$ cat config.mk
export PLATFORM = sky130hd
export DESIGN_NAME = boolean_network_next_state
export DESIGN_NICKNAME = d
export VERILOG_FILES = /design/src/hdl/bnns_pkg.sv /design/src/hdl/bnns_cfg.sv /design/src/hdl/bnns_cell.sv /design/src/hdl/boolean_network_next_state.sv
export VERILOG_INCLUDE_DIRS = /design/src /design/src/hdl
export SDC_FILE = /design/constraint.sdc
export NUM_CORES = 1
export LEC_CHECK = 0
export ABC_AREA = 0
export BUFFER_PORTS_ARGS = -buffer_cell sky130_fd_sc_hd__clkbuf_2
export CORE_ASPECT_RATIO = 1.75
export CORE_UTILIZATION = 59
export CTS_BUF_LIST = sky130_fd_sc_hd__clkbuf_2
export DETAILED_ROUTE_END_ITERATION = 7
export PLACE_DENSITY = 0.78
export SYNTH_ARGS = -nofsm -noshare
export SYNTH_HDL_FRONTEND = slang
export SYNTH_SLANG_ARGS = --single-unit
$ cat constraint.sdc
create_clock -name i_clk -period 26.6 [get_ports i_clk]
set_input_delay 2.66 -clock i_clk [delete_from_list [all_inputs] [get_ports i_clk]]
set_output_delay 2.66 -clock i_clk [all_outputs]
set_load 0.02 [all_outputs]
$ cat src/hdl/boolean_network_next_state_macros.svh
// Assertion macros for the Boolean network next-state block.
// Included by files that carry concurrent checks; no other dependencies.
`ifndef BOOLEAN_NETWORK_NEXT_STATE_MACROS_SVH
`define BOOLEAN_NETWORK_NEXT_STATE_MACROS_SVH

`ifndef SYNTHESIS
// Check gated off while reset is low
`define BNNS_ASSERT_RST(lbl, clk, rst_n, prop) \
    lbl: assert property (@(posedge clk) disable iff (!(rst_n)) (prop)) \
        else $error("bnns check failed");
// Check that also holds while reset is low
`define BNNS_ASSERT_ALWAYS(lbl, clk, prop) \
    lbl: assert property (@(posedge clk) (prop)) \
        else $error("bnns check failed");
`else
`define BNNS_ASSERT_RST(lbl, clk, rst_n, prop)
`define BNNS_ASSERT_ALWAYS(lbl, clk, prop)
`endif

`endif

$ cat src/hdl/bnns_pkg.sv
// Shared types and constants for the Boolean network next-state block.
// No dependencies; used by bnns_cfg, bnns_cell and the top level.
package bnns_pkg;

    // Field widths of one beat
    localparam int CMD_W     = 2;
    localparam int NODE_W    = 4;
    localparam int SLOT_W    = 2;
    localparam int SRC_W     = 4;
    localparam int WORD_W    = 16;
    localparam int STATE_W   = 16;
    localparam int S_TDATA_W = 48;
    localparam int M_TDATA_W = 16;

    // Node count limit set by the 16-bit state vector
    localparam int MAX_NODES = 16;

    // Configuration widths
    localparam int ACT_W     = 5;
    localparam int LCNT_W    = 3;
    localparam int CFG_W     = 5;
    localparam int CFG_IDX_W = 1;

    // Command codes carried in tuser
    typedef enum logic [CMD_W-1:0] {
        CMD_LINK  = 2'd0,
        CMD_TABLE = 2'd1,
        CMD_EVAL  = 2'd2
    } t_cmd;

    // Configuration register indexes
    typedef enum logic [CFG_IDX_W-1:0] {
        REG_NODES = 1'd0,
        REG_LINKS = 1'd1
    } t_reg;

    // Saturated configuration seen by the cells
    typedef struct packed {
        logic [ACT_W-1:0]   n_act;
        logic [LCNT_W-1:0]  k_shift;
        logic [STATE_W-1:0] state_mask;
    } t_cfg;

    // One beat travelling down the cell chain
    typedef struct packed {
        logic               valid;
        t_cmd               cmd;
        logic [NODE_W-1:0]  node;
        logic [SLOT_W-1:0]  slot;
        logic [SRC_W-1:0]   src;
        logic [WORD_W-1:0]  word;
        logic [STATE_W-1:0] state;
        logic [STATE_W-1:0] next;
    } t_beat;

endpackage

$ cat src/hdl/bnns_cfg.sv
// Configuration registers with saturation of node and link counts.
// Depends on bnns_pkg.
module bnns_cfg #(
    parameter int NODES = 16,
    parameter int LINKS = 4
) (
    input  logic                         i_clk,
    input  logic                         i_rst_n,
    input  logic                         i_cfg_we,
    input  logic [bnns_pkg::CFG_IDX_W-1:0] i_cfg_idx,
    input  logic [bnns_pkg::CFG_W-1:0]   i_cfg_data,
    output bnns_pkg::t_cfg               o_cfg
);
    import bnns_pkg::*;

    localparam int CELLS = (NODES > MAX_NODES) ? MAX_NODES : NODES;

    logic [ACT_W-1:0]  r_nodes;
    logic [LCNT_W-1:0] r_links;
    logic [ACT_W-1:0]  w_n_act;
    logic [LCNT_W-1:0] w_k_act;

    // Register writes
    always_ff @(posedge i_clk) begin
        if (!i_rst_n) begin
            r_nodes <= ACT_W'(MAX_NODES);
            r_links <= LCNT_W'(4);
        end else if (i_cfg_we) begin
            case (t_reg'(i_cfg_idx))
                REG_NODES: r_nodes <= i_cfg_data[ACT_W-1:0];
                REG_LINKS: r_links <= i_cfg_data[LCNT_W-1:0];
                default: ;
            endcase
        end
    end

    // Clamp counts to the built hardware
    always_comb begin
        w_n_act = (r_nodes > ACT_W'(CELLS)) ? ACT_W'(CELLS) : r_nodes;
        w_k_act = (r_links > LCNT_W'(LINKS)) ? LCNT_W'(LINKS) : r_links;
    end

    // Active-node mask and index shift
    always_comb begin
        o_cfg.n_act   = w_n_act;
        o_cfg.k_shift = LCNT_W'(LINKS) - w_k_act;
        for (int b = 0; b < STATE_W; b++) begin
            o_cfg.state_mask[b] = (ACT_W'(b) < w_n_act);
        end
    end

endmodule

$ cat src/hdl/bnns_cell.sv
// One node cell: holds the node's links and truth table, applies writes
// addressed to it and sets its bit of the next state. Depends on bnns_pkg.
module bnns_cell #(
    parameter int NODE  = 0,
    parameter int LINKS = 4
) (
    input  logic            i_clk,
    input  logic            i_rst_n,
    input  logic            i_en,
    input  bnns_pkg::t_cfg  i_cfg,
    input  bnns_pkg::t_beat i_beat,
    output bnns_pkg::t_beat o_beat
);
    import bnns_pkg::*;

    localparam int TBL_W  = ((1 << LINKS) > WORD_W) ? (1 << LINKS) : WORD_W;
    localparam int TIDX_W = $clog2(TBL_W);

    logic [SRC_W-1:0]  r_link [LINKS];
    logic [WORD_W-1:0] r_table;
    t_beat             r_beat;
    t_beat             n_beat;

    logic              w_hit;
    logic [LINKS-1:0]  w_idx_full;
    logic [LINKS-1:0]  w_idx;
    logic [TIDX_W-1:0] w_tidx;
    logic [TBL_W-1:0]  w_tbl;
    logic              w_bit;

    assign w_hit = i_en && i_beat.valid && (32'(i_beat.node) == NODE);

    // Link and table writes addressed to this node
    always_ff @(posedge i_clk) begin
        if (w_hit && (i_beat.cmd == CMD_LINK)) begin
            for (int j = 0; j < LINKS; j++) begin
                if (32'(i_beat.slot) == j) begin
                    r_link[j] <= i_beat.src;
                end
            end
        end
        if (w_hit && (i_beat.cmd == CMD_TABLE)) begin
            r_table <= i_beat.word;
        end
    end

    // Gather linked bits, link 0 most significant, then drop unused links
    always_comb begin
        for (int j = 0; j < LINKS; j++) begin
            w_idx_full[LINKS-1-j] = i_beat.state[r_link[j]];
        end
        w_idx  = w_idx_full >> i_cfg.k_shift;
        w_tidx = TIDX_W'(w_idx);
        w_tbl  = TBL_W'(r_table);
        w_bit  = w_tbl[w_tidx];
    end

    // Pass the beat on, adding this node's next-state bit
    always_comb begin
        n_beat = i_beat;
        if ((i_beat.cmd == CMD_EVAL) && (ACT_W'(NODE) < i_cfg.n_act)) begin
            n_beat.next[NODE] = w_bit;
        end
    end

    always_ff @(posedge i_clk) begin
        if (!i_rst_n) begin
            r_beat.valid <= 1'b0;
        end else if (i_en) begin
            r_beat <= n_beat;
        end
    end

    assign o_beat = r_beat;

endmodule

$ cat src/hdl/boolean_network_next_state.sv
// A beat is registered in each node cell on its way from input to result;
// throughput one beat per cycle while no result is stalled at the output, set by the row of node cells.
// Write beats travel the chain too and update a node's cell as they pass it.
// Reset (synchronous, active low) clears beat valids, holds the input not ready
// and sets nodes_in_use to 16 and links_in_use to 4; links and truth tables
// hold nothing until written.
`include "boolean_network_next_state_macros.svh"

module boolean_network_next_state #(
    parameter int NODES = 16,
    parameter int LINKS = 4
) (
    input  logic                           i_clk,
    input  logic                           i_rst_n,
    // Input stream
    input  logic                           i_s_tvalid,
    output logic                           o_s_tready,
    // [3:0] node_index, [5:4] link_slot, [9:6] source_node,
    // [25:10] table_word, [41:26] state_vector, [47:42] zero
    input  logic [bnns_pkg::S_TDATA_W-1:0] i_s_tdata,
    // [1:0] command
    input  logic [bnns_pkg::CMD_W-1:0]     i_s_tuser,
    // Result stream
    output logic                           o_m_tvalid,
    input  logic                           i_m_tready,
    // [15:0] next_state
    output logic [bnns_pkg::M_TDATA_W-1:0] o_m_tdata,
    // Configuration writes
    input  logic                           i_cfg_we,
    input  logic [bnns_pkg::CFG_IDX_W-1:0] i_cfg_idx,
    input  logic [bnns_pkg::CFG_W-1:0]     i_cfg_data
);
    import bnns_pkg::*;

    localparam int CELLS = (NODES > MAX_NODES) ? MAX_NODES : NODES;

    t_cfg  w_cfg;
    t_beat w_beat [CELLS+1];
    logic  w_en;

    bnns_cfg #(
        .NODES (NODES),
        .LINKS (LINKS)
    ) u_cfg (
        .i_clk      (i_clk),
        .i_rst_n    (i_rst_n),
        .i_cfg_we   (i_cfg_we),
        .i_cfg_idx  (i_cfg_idx),
        .i_cfg_data (i_cfg_data),
        .o_cfg      (w_cfg)
    );

    // Whole chain advances unless a result is stalled at the output
    assign w_en       = !(o_m_tvalid && !i_m_tready);
    assign o_s_tready = w_en && i_rst_n;

    // Unpack the input beat; inactive nodes read as zero
    always_comb begin
        w_beat[0].valid = i_s_tvalid && i_rst_n;
        w_beat[0].cmd   = t_cmd'(i_s_tuser);
        w_beat[0].node  = i_s_tdata[3:0];
        w_beat[0].slot  = i_s_tdata[5:4];
        w_beat[0].src   = i_s_tdata[9:6];
        w_beat[0].word  = i_s_tdata[25:10];
        w_beat[0].state = i_s_tdata[41:26] & w_cfg.state_mask;
        w_beat[0].next  = '0;
    end

    // Row of node cells
    for (genvar g = 0; g < CELLS; g++) begin : g_cell
        bnns_cell #(
            .NODE  (g),
            .LINKS (LINKS)
        ) u_cell (
            .i_clk   (i_clk),
            .i_rst_n (i_rst_n),
            .i_en    (w_en),
            .i_cfg   (w_cfg),
            .i_beat  (w_beat[g]),
            .o_beat  (w_beat[g+1])
        );
    end

    // Only evaluate beats produce a result; writes drop off the end
    assign o_m_tvalid = w_beat[CELLS].valid && (w_beat[CELLS].cmd == CMD_EVAL);
    assign o_m_tdata  = w_beat[CELLS].next;

    // Checks
    `BNNS_ASSERT_ALWAYS(a_rst_no_result, i_clk, !i_rst_n |=> !o_m_tvalid)
    `BNNS_ASSERT_RST(a_inactive_zero, i_clk, i_rst_n, o_m_tvalid |-> ((o_m_tdata & ~w_cfg.state_mask) == '0))
    `BNNS_ASSERT_RST(a_chain_holds, i_clk, i_rst_n, (o_m_tvalid && !i_m_tready) |=> $stable(w_beat[CELLS]))

endmodule
* Word level (Yosys, flattened, before mapping)
Memories as Yosys holds them, arrays and structs flattened. Index checks and enable logic that the tools add are counted.
Operators by class: reductions and logical operators 170, bitwise logic cells 3, shift operators 16, order comparisons 98, multiplexer cells 498, equality and inequality tests 96, $add $sub $neg 1
Operator list (count):
- $lt A4 B5 Y1 const B | 80
- $bmux W1 S4 | 80
- $mux W1 | 320
- $mux W4 | 48
- $reduce_or A4 Y1 | 48
- $eq A2 B2 Y1 const B | 49
- $mux W2 | 48
- $logic_and A1 B1 Y1 | 84
- $eq A2 B1 Y1 const B | 32
- $logic_not A2 Y1 | 32
- $shr A4 B3 Y4 | 16
- $lt A4 B5 Y1 const A | 8
- $eq A4 B4 Y1 const B | 8
- $lt A3 B5 Y1 const A | 4
- $and A16 B16 Y16 | 1
- $eq A4 B3 Y1 const B | 4
- $lt A1 B5 Y1 const A | 2
- $lt A2 B5 Y1 const A | 2
- $eq A4 B2 Y1 const B | 2
- $reduce_and A2 Y1 | 3
- $gt A5 B5 Y1 const B | 1
- $mux W5 | 1
- $eq A4 B1 Y1 const B | 1
- $logic_not A4 Y1 | 1
- other kinds (5) | 7
Storage, ports and cells: bits in writable memories 256, register bits after elaboration 1078, bits of input ports 61, word-level logic and storage cells 1054, memories kept 16
Memory list:
- g_cell[0].u_cell.r_link | words 4, bits a word 4, read ports 4, clocked after Yosys merged registers in 0, write ports 1, line bnns_cell.sv:19 | logic [SRC_W-1:0] r_link [LINKS];
- g_cell[10].u_cell.r_link | words 4, bits a word 4, read ports 4, clocked after Yosys merged registers in 0, write ports 1, line bnns_cell.sv:19
- g_cell[11].u_cell.r_link | words 4, bits a word 4, read ports 4, clocked after Yosys merged registers in 0, write ports 1, line bnns_cell.sv:19
- g_cell[12].u_cell.r_link | words 4, bits a word 4, read ports 4, clocked after Yosys merged registers in 0, write ports 1, line bnns_cell.sv:19
- g_cell[13].u_cell.r_link | words 4, bits a word 4, read ports 4, clocked after Yosys merged registers in 0, write ports 1, line bnns_cell.sv:19
- g_cell[14].u_cell.r_link | words 4, bits a word 4, read ports 4, clocked after Yosys merged registers in 0, write ports 1, line bnns_cell.sv:19
- +10 memories

* Depth between registers and ports, before layout
word-level depth 13, depth in mapped cells 19, mapped depth without buffers 13

* Cells and area by module
From an unflattened synthesis, not the netlist that was laid out.
Unflattened totals: cells, all modules 3285, area total of the unflattened synthesis 61285.0 um2
Modules (own cells, without submodules):
- bnns_cell (g_cell[7].u_cell) | instances 1, area each 3905.0 um2, cells each 225
- bnns_cell (g_cell[14].u_cell) | instances 1, area each 3897.5 um2, cells each 212
- bnns_cell (g_cell[5].u_cell) | instances 1, area each 3854.9 um2, cells each 220
- bnns_cell (g_cell[11].u_cell) | instances 1, area each 3851.2 um2, cells each 209
- bnns_cell (g_cell[9].u_cell) | instances 1, area each 3836.2 um2, cells each 213
- bnns_cell (g_cell[10].u_cell) | instances 1, area each 3828.7 um2, cells each 207
- bnns_cell (g_cell[12].u_cell) | instances 1, area each 3813.7 um2, cells each 200
- bnns_cell (g_cell[2].u_cell) | instances 1, area each 3793.6 um2, cells each 201
- bnns_cell (g_cell[13].u_cell) | instances 1, area each 3782.4 um2, cells each 182
- bnns_cell (g_cell[0].u_cell) | instances 1, area each 3769.9 um2, cells each 195
- bnns_cell (g_cell[1].u_cell) | instances 1, area each 3767.4 um2, cells each 197
- bnns_cell (g_cell[3].u_cell) | instances 1, area each 3749.8 um2, cells each 196
- bnns_cell (g_cell[8].u_cell) | instances 1, area each 3708.6 um2, cells each 183
- bnns_cell (g_cell[6].u_cell) | instances 1, area each 3707.3 um2, cells each 181
- 4 more rows

* Least setup slack after synthesis
OpenSTA, ideal clock, no wires.
path type input -> register, start input i_m_tready, end register g_cell[0].u_cell.r_table[0], enable pin, data required time 26.201 ns, path buffers 0, stages 4, slack 1.534 ns, library setup time 0.399 ns, arrival 24.667 ns, path through or2_2 -> and2_1 -> nand4b_1 -> nor2_1
On the way: cells in the longest elaborated chain, start to end 6
RTL lines:
- from (decl) | line boolean_network_next_state.sv:25 | input logic i_m_tready,
- $logic_not A1 Y1 | line boolean_network_next_state.sv:54 | assign w_en = !(o_m_tvalid && !i_m_tready);
- $logic_and A1 B1 Y1 | line boolean_network_next_state.sv:54
- $logic_not A1 Y1 | line boolean_network_next_state.sv:54
- $logic_and A1 B1 Y1 (2 in series) | line bnns_cell.sv:31 | assign w_hit = i_en && i_beat.valid && (32'(i_beat.node) == NODE);
- $logic_and A1 B1 Y1 | line bnns_cell.sv:42 | if (w_hit && (i_beat.cmd == CMD_TABLE)) begin
- to (signal assigned) | line bnns_cell.sv:43 | r_table <= i_beat.word;
- to (decl) | line bnns_cell.sv:20 | logic [WORD_W-1:0] r_table;
Every way passes these cells. A chain may end at the register's enable or synchronous reset.

* Worst setup path after layout
start input i_m_tready, end output o_s_tready
On the way: cells in the longest elaborated chain, start to end 4
RTL lines:
- $logic_not A1 Y1 | line boolean_network_next_state.sv:54
- $logic_and A1 B1 Y1 | line boolean_network_next_state.sv:54
- $logic_not A1 Y1 | line boolean_network_next_state.sv:54
- $logic_and A1 B1 Y1 | line boolean_network_next_state.sv:55 | assign o_s_tready = w_en && i_rst_n;
- to (decl) | line boolean_network_next_state.sv:17 | output logic o_s_tready,
Every way passes these cells.

==> qor.csv <==
metric;value;unit
status;completed;
yosysTopAreaCellShare;0.7476;
switching_share;0.2374;
period_share;0.2643;
startpoint_type;primary input;
ctsResizeCount;0;
drt_first_iter_violations;1982;
dr.pass1.iters;5;
ir_worst_vdd;0.05835;mV
core_area;88100;um^2
via_count;26150;
start_util;0.5972;
max-cap-violations;0;
skew;150.0;ps
grt_max_degree;180;
place_congestion;0.9533;
worstPathRequired;23940;ps
synthDistinctLibCells;83;
first_global_vias;28720;
synth_area;52620;um^2
syn_area_per_cell;21.35;um^2
cp.arrival;4370;ps
p_leak;19.21;nW
wirelength;115200;um
period_needed;7031;ps
hold_path_class;reg2reg;
clock_tree.buffer_depth;4;
antenna_found_initial;2;
synth.area.top_cells;edfxtp_1, mux4_2, mux4_1;
synth_top_cell_by_area;edfxtp_1;
slew_viol_final;0;
p_sw;0.0008976;W
clk_pin_slew;100;ps
async_reset_ff_frac;0;
synth_cells;2465;
rsz0062_at_grt;false;
grt_pass1_wl;171100;um
globalRouteOverflowTotal;0;
hold_viol_final;0;
clkPwrFrac;0.302;
ioPinCount;79;
crit_type;in2out;
final_util;0.6445;
layout-drive-gt1-share;0.2951;
routed_via_density;6.259;
p_int;0.002884;W
fillCellCount;5904;
worstMarginPinSlew;1421;ps
synth-warning-count;0;
ys.flop_type;edfxtp_1;
synth_commonest_cells;edfxtp_1, mux4_2, nand2_1;
fin_tns_setup;0;ps
cts_root_buffer;clkbuf_2;
drcViolationCount;0;
path_max_fanout;56;
routedWlPerCell;27.58;um
portBuffers;72;
cts_max_level;5;
endpoint_kind;primary output;
clock_sinks;1334;
die_area;90430;um^2
area_delta_synth_final;7.921;%
antenna_left;0;
cts_buffers;301;
seqPwrFrac;0.651;
comb_power_share;0.047;
rows;144;
dpl.hpwl;85100;um
synth_edf_count;1310;
synth.net_count;2527;
hold_buffers;0;
die_h;397.1;um
setup_viol;0;
final_nets;2881;
post-synth-top-count-cell;edfxtp_1;
max_freq;142.2;MHz
cts_tree;done;
track_usage;0.2632;
ys_seq_area_frac;0.7567;
clk_latency;1560;ps
max_slew_margin;0.03950;
p_per_area;66.60;nW/um^2
die_w;227.7;um
post-cts-setup-buffers;0;
ys_ff_latch;1334;
==> kinds of logic after synthesis <==
| family | synth area share |
|---|---|
| and+or+nand+nor | 0.04090 |
| DFF | 0.7567 |
| AOI/OAI and AO/OA | 0.02732 |
| buffers and inverters | 0.009868 |
| adders and majority gates | 0.0002378 |
| muxes | 0.1648 |
| xor gates and xnor gates | 0.0001665 |
==> routing by layer <==
layer,vias up,wire length [um],global-route usage
met4,0,7660,0.1809
li1,11380,-,-
met5,-,0,0
met2,1080,70470,0.5335
met3,317,5508,0.05497
met1,13370,31590,0.2164
==> layout make-up <==
class,count,area (um^2),share of cell area
flip-flops and latches,1334,39820,0.7012
multi-input cells,1026,12290,0.2165
clock buffers,416,2082,0.03666
well taps,1168,1461,0.02574
repair buffers,110,658.1,0.01159
clock inverters,74,290.3,0.005112
inverters,46,172.7,0.003041
diodes,4,10.01,0.0001763
==> worst max-delay path: stages <==
cell and delay, ps:
clkbuf_2 100, or2_2 100, buf_4 340, and2_4 770, clkbuf_2 330
==> through the flow <==
| stage | worst slack (ps) | total power [W] | cell area, um^2 | hold WS (ps) | instances |
|---|---|---|---|---|---|
| 2_1_floorplan | 1534 | 0.002637 | 52620 | 400.3 | 2465 |
| 3_3_place_gp | 18540 | 0.002678 | 54400 | 401.0 | 3684 |
| 3_5_place_dp | 18340 | 0.002689 | 54400 | 404.5 | 3684 |
| 4_1_cts | 19560 | 0.003823 | 56780 | 382.6 | 4174 |
| 5_1_grt | 19480 | 0.003943 | 56790 | 408.9 | 4178 |
| 6_report | 19570 | 0.003782 | 56790 | 379.8 | 4178 |
==> power groups by stage <==
stage,clock network [W],logic (W),registers [W]
6_report,0.00114,0.000179,0.00246
5_1_grt,0.00129,0.000188,0.00247
4_1_cts,0.00118,0.000181,0.00246
3_5_place_dp,0,0.000180,0.00251
3_3_place_gp,0,0.000176,0.00250
2_1_floorplan,0,0.000123,0.00251
==> registers in the layout, indices dropped and copies added, names as in the netlist <==
signal	count
g_cell.u_cell.o_beat	814
g_cell.u_cell.r_link	256
g_cell.u_cell.r_table	256
u_cfg.r_nodes	5
u_cfg.r_links	3
==> layout by cell type (no fill, tap or decap), types with 5 or more instances in the layout <==
master    count
a211o_1       5
a211oi_1     20
a21boi_0     18
a21oi_1      11
a221oi_1     11
a22oi_1      10
a22oi_2       5
a31oi_1      12
and2_1        8
and3_1       11
and4_1        7
buf_4        37
clkbuf_2    488
clkinv_1     58
clkinv_2     10
dfxtp_1      24
edfxtp_1   1310
inv_1        45
inv_2         7
mux2_2        8
mux2i_1      55
mux4_1       36
mux4_2      314
nand2_1     153
nand2_2       7
nand2b_1     10
nand3_1      17
nand4_1       9
nand4b_1     15
nor2_1       79
nor2b_1      27
nor3_1        7
nor4_1       24
nor4b_1      18
nor4bb_1      7
o211ai_1     18
o21ai_0      30
o21ai_1       9
==> path summary, 6_finish.rpt <==
kind                                                from                                     end  slack (ps)  cells past startpoint
setup / recovery                              i_m_tready                              o_s_tready       19570                      5
hold / removal     g_cell[8].u_cell.o_beat[54]$_DFFE_PP_   g_cell[9].u_cell.o_beat[54]$_DFFE_PP_         380                      0
setup reg to reg  g_cell[15].u_cell.o_beat[59]$_DFFE_PP_  g_cell[14].u_cell.o_beat[12]$_DFFE_PP_       20490                      8
hold reg to reg    g_cell[8].u_cell.o_beat[54]$_DFFE_PP_   g_cell[9].u_cell.o_beat[54]$_DFFE_PP_         380                      0
No activity file was read; power rests on OpenSTA's default activity.
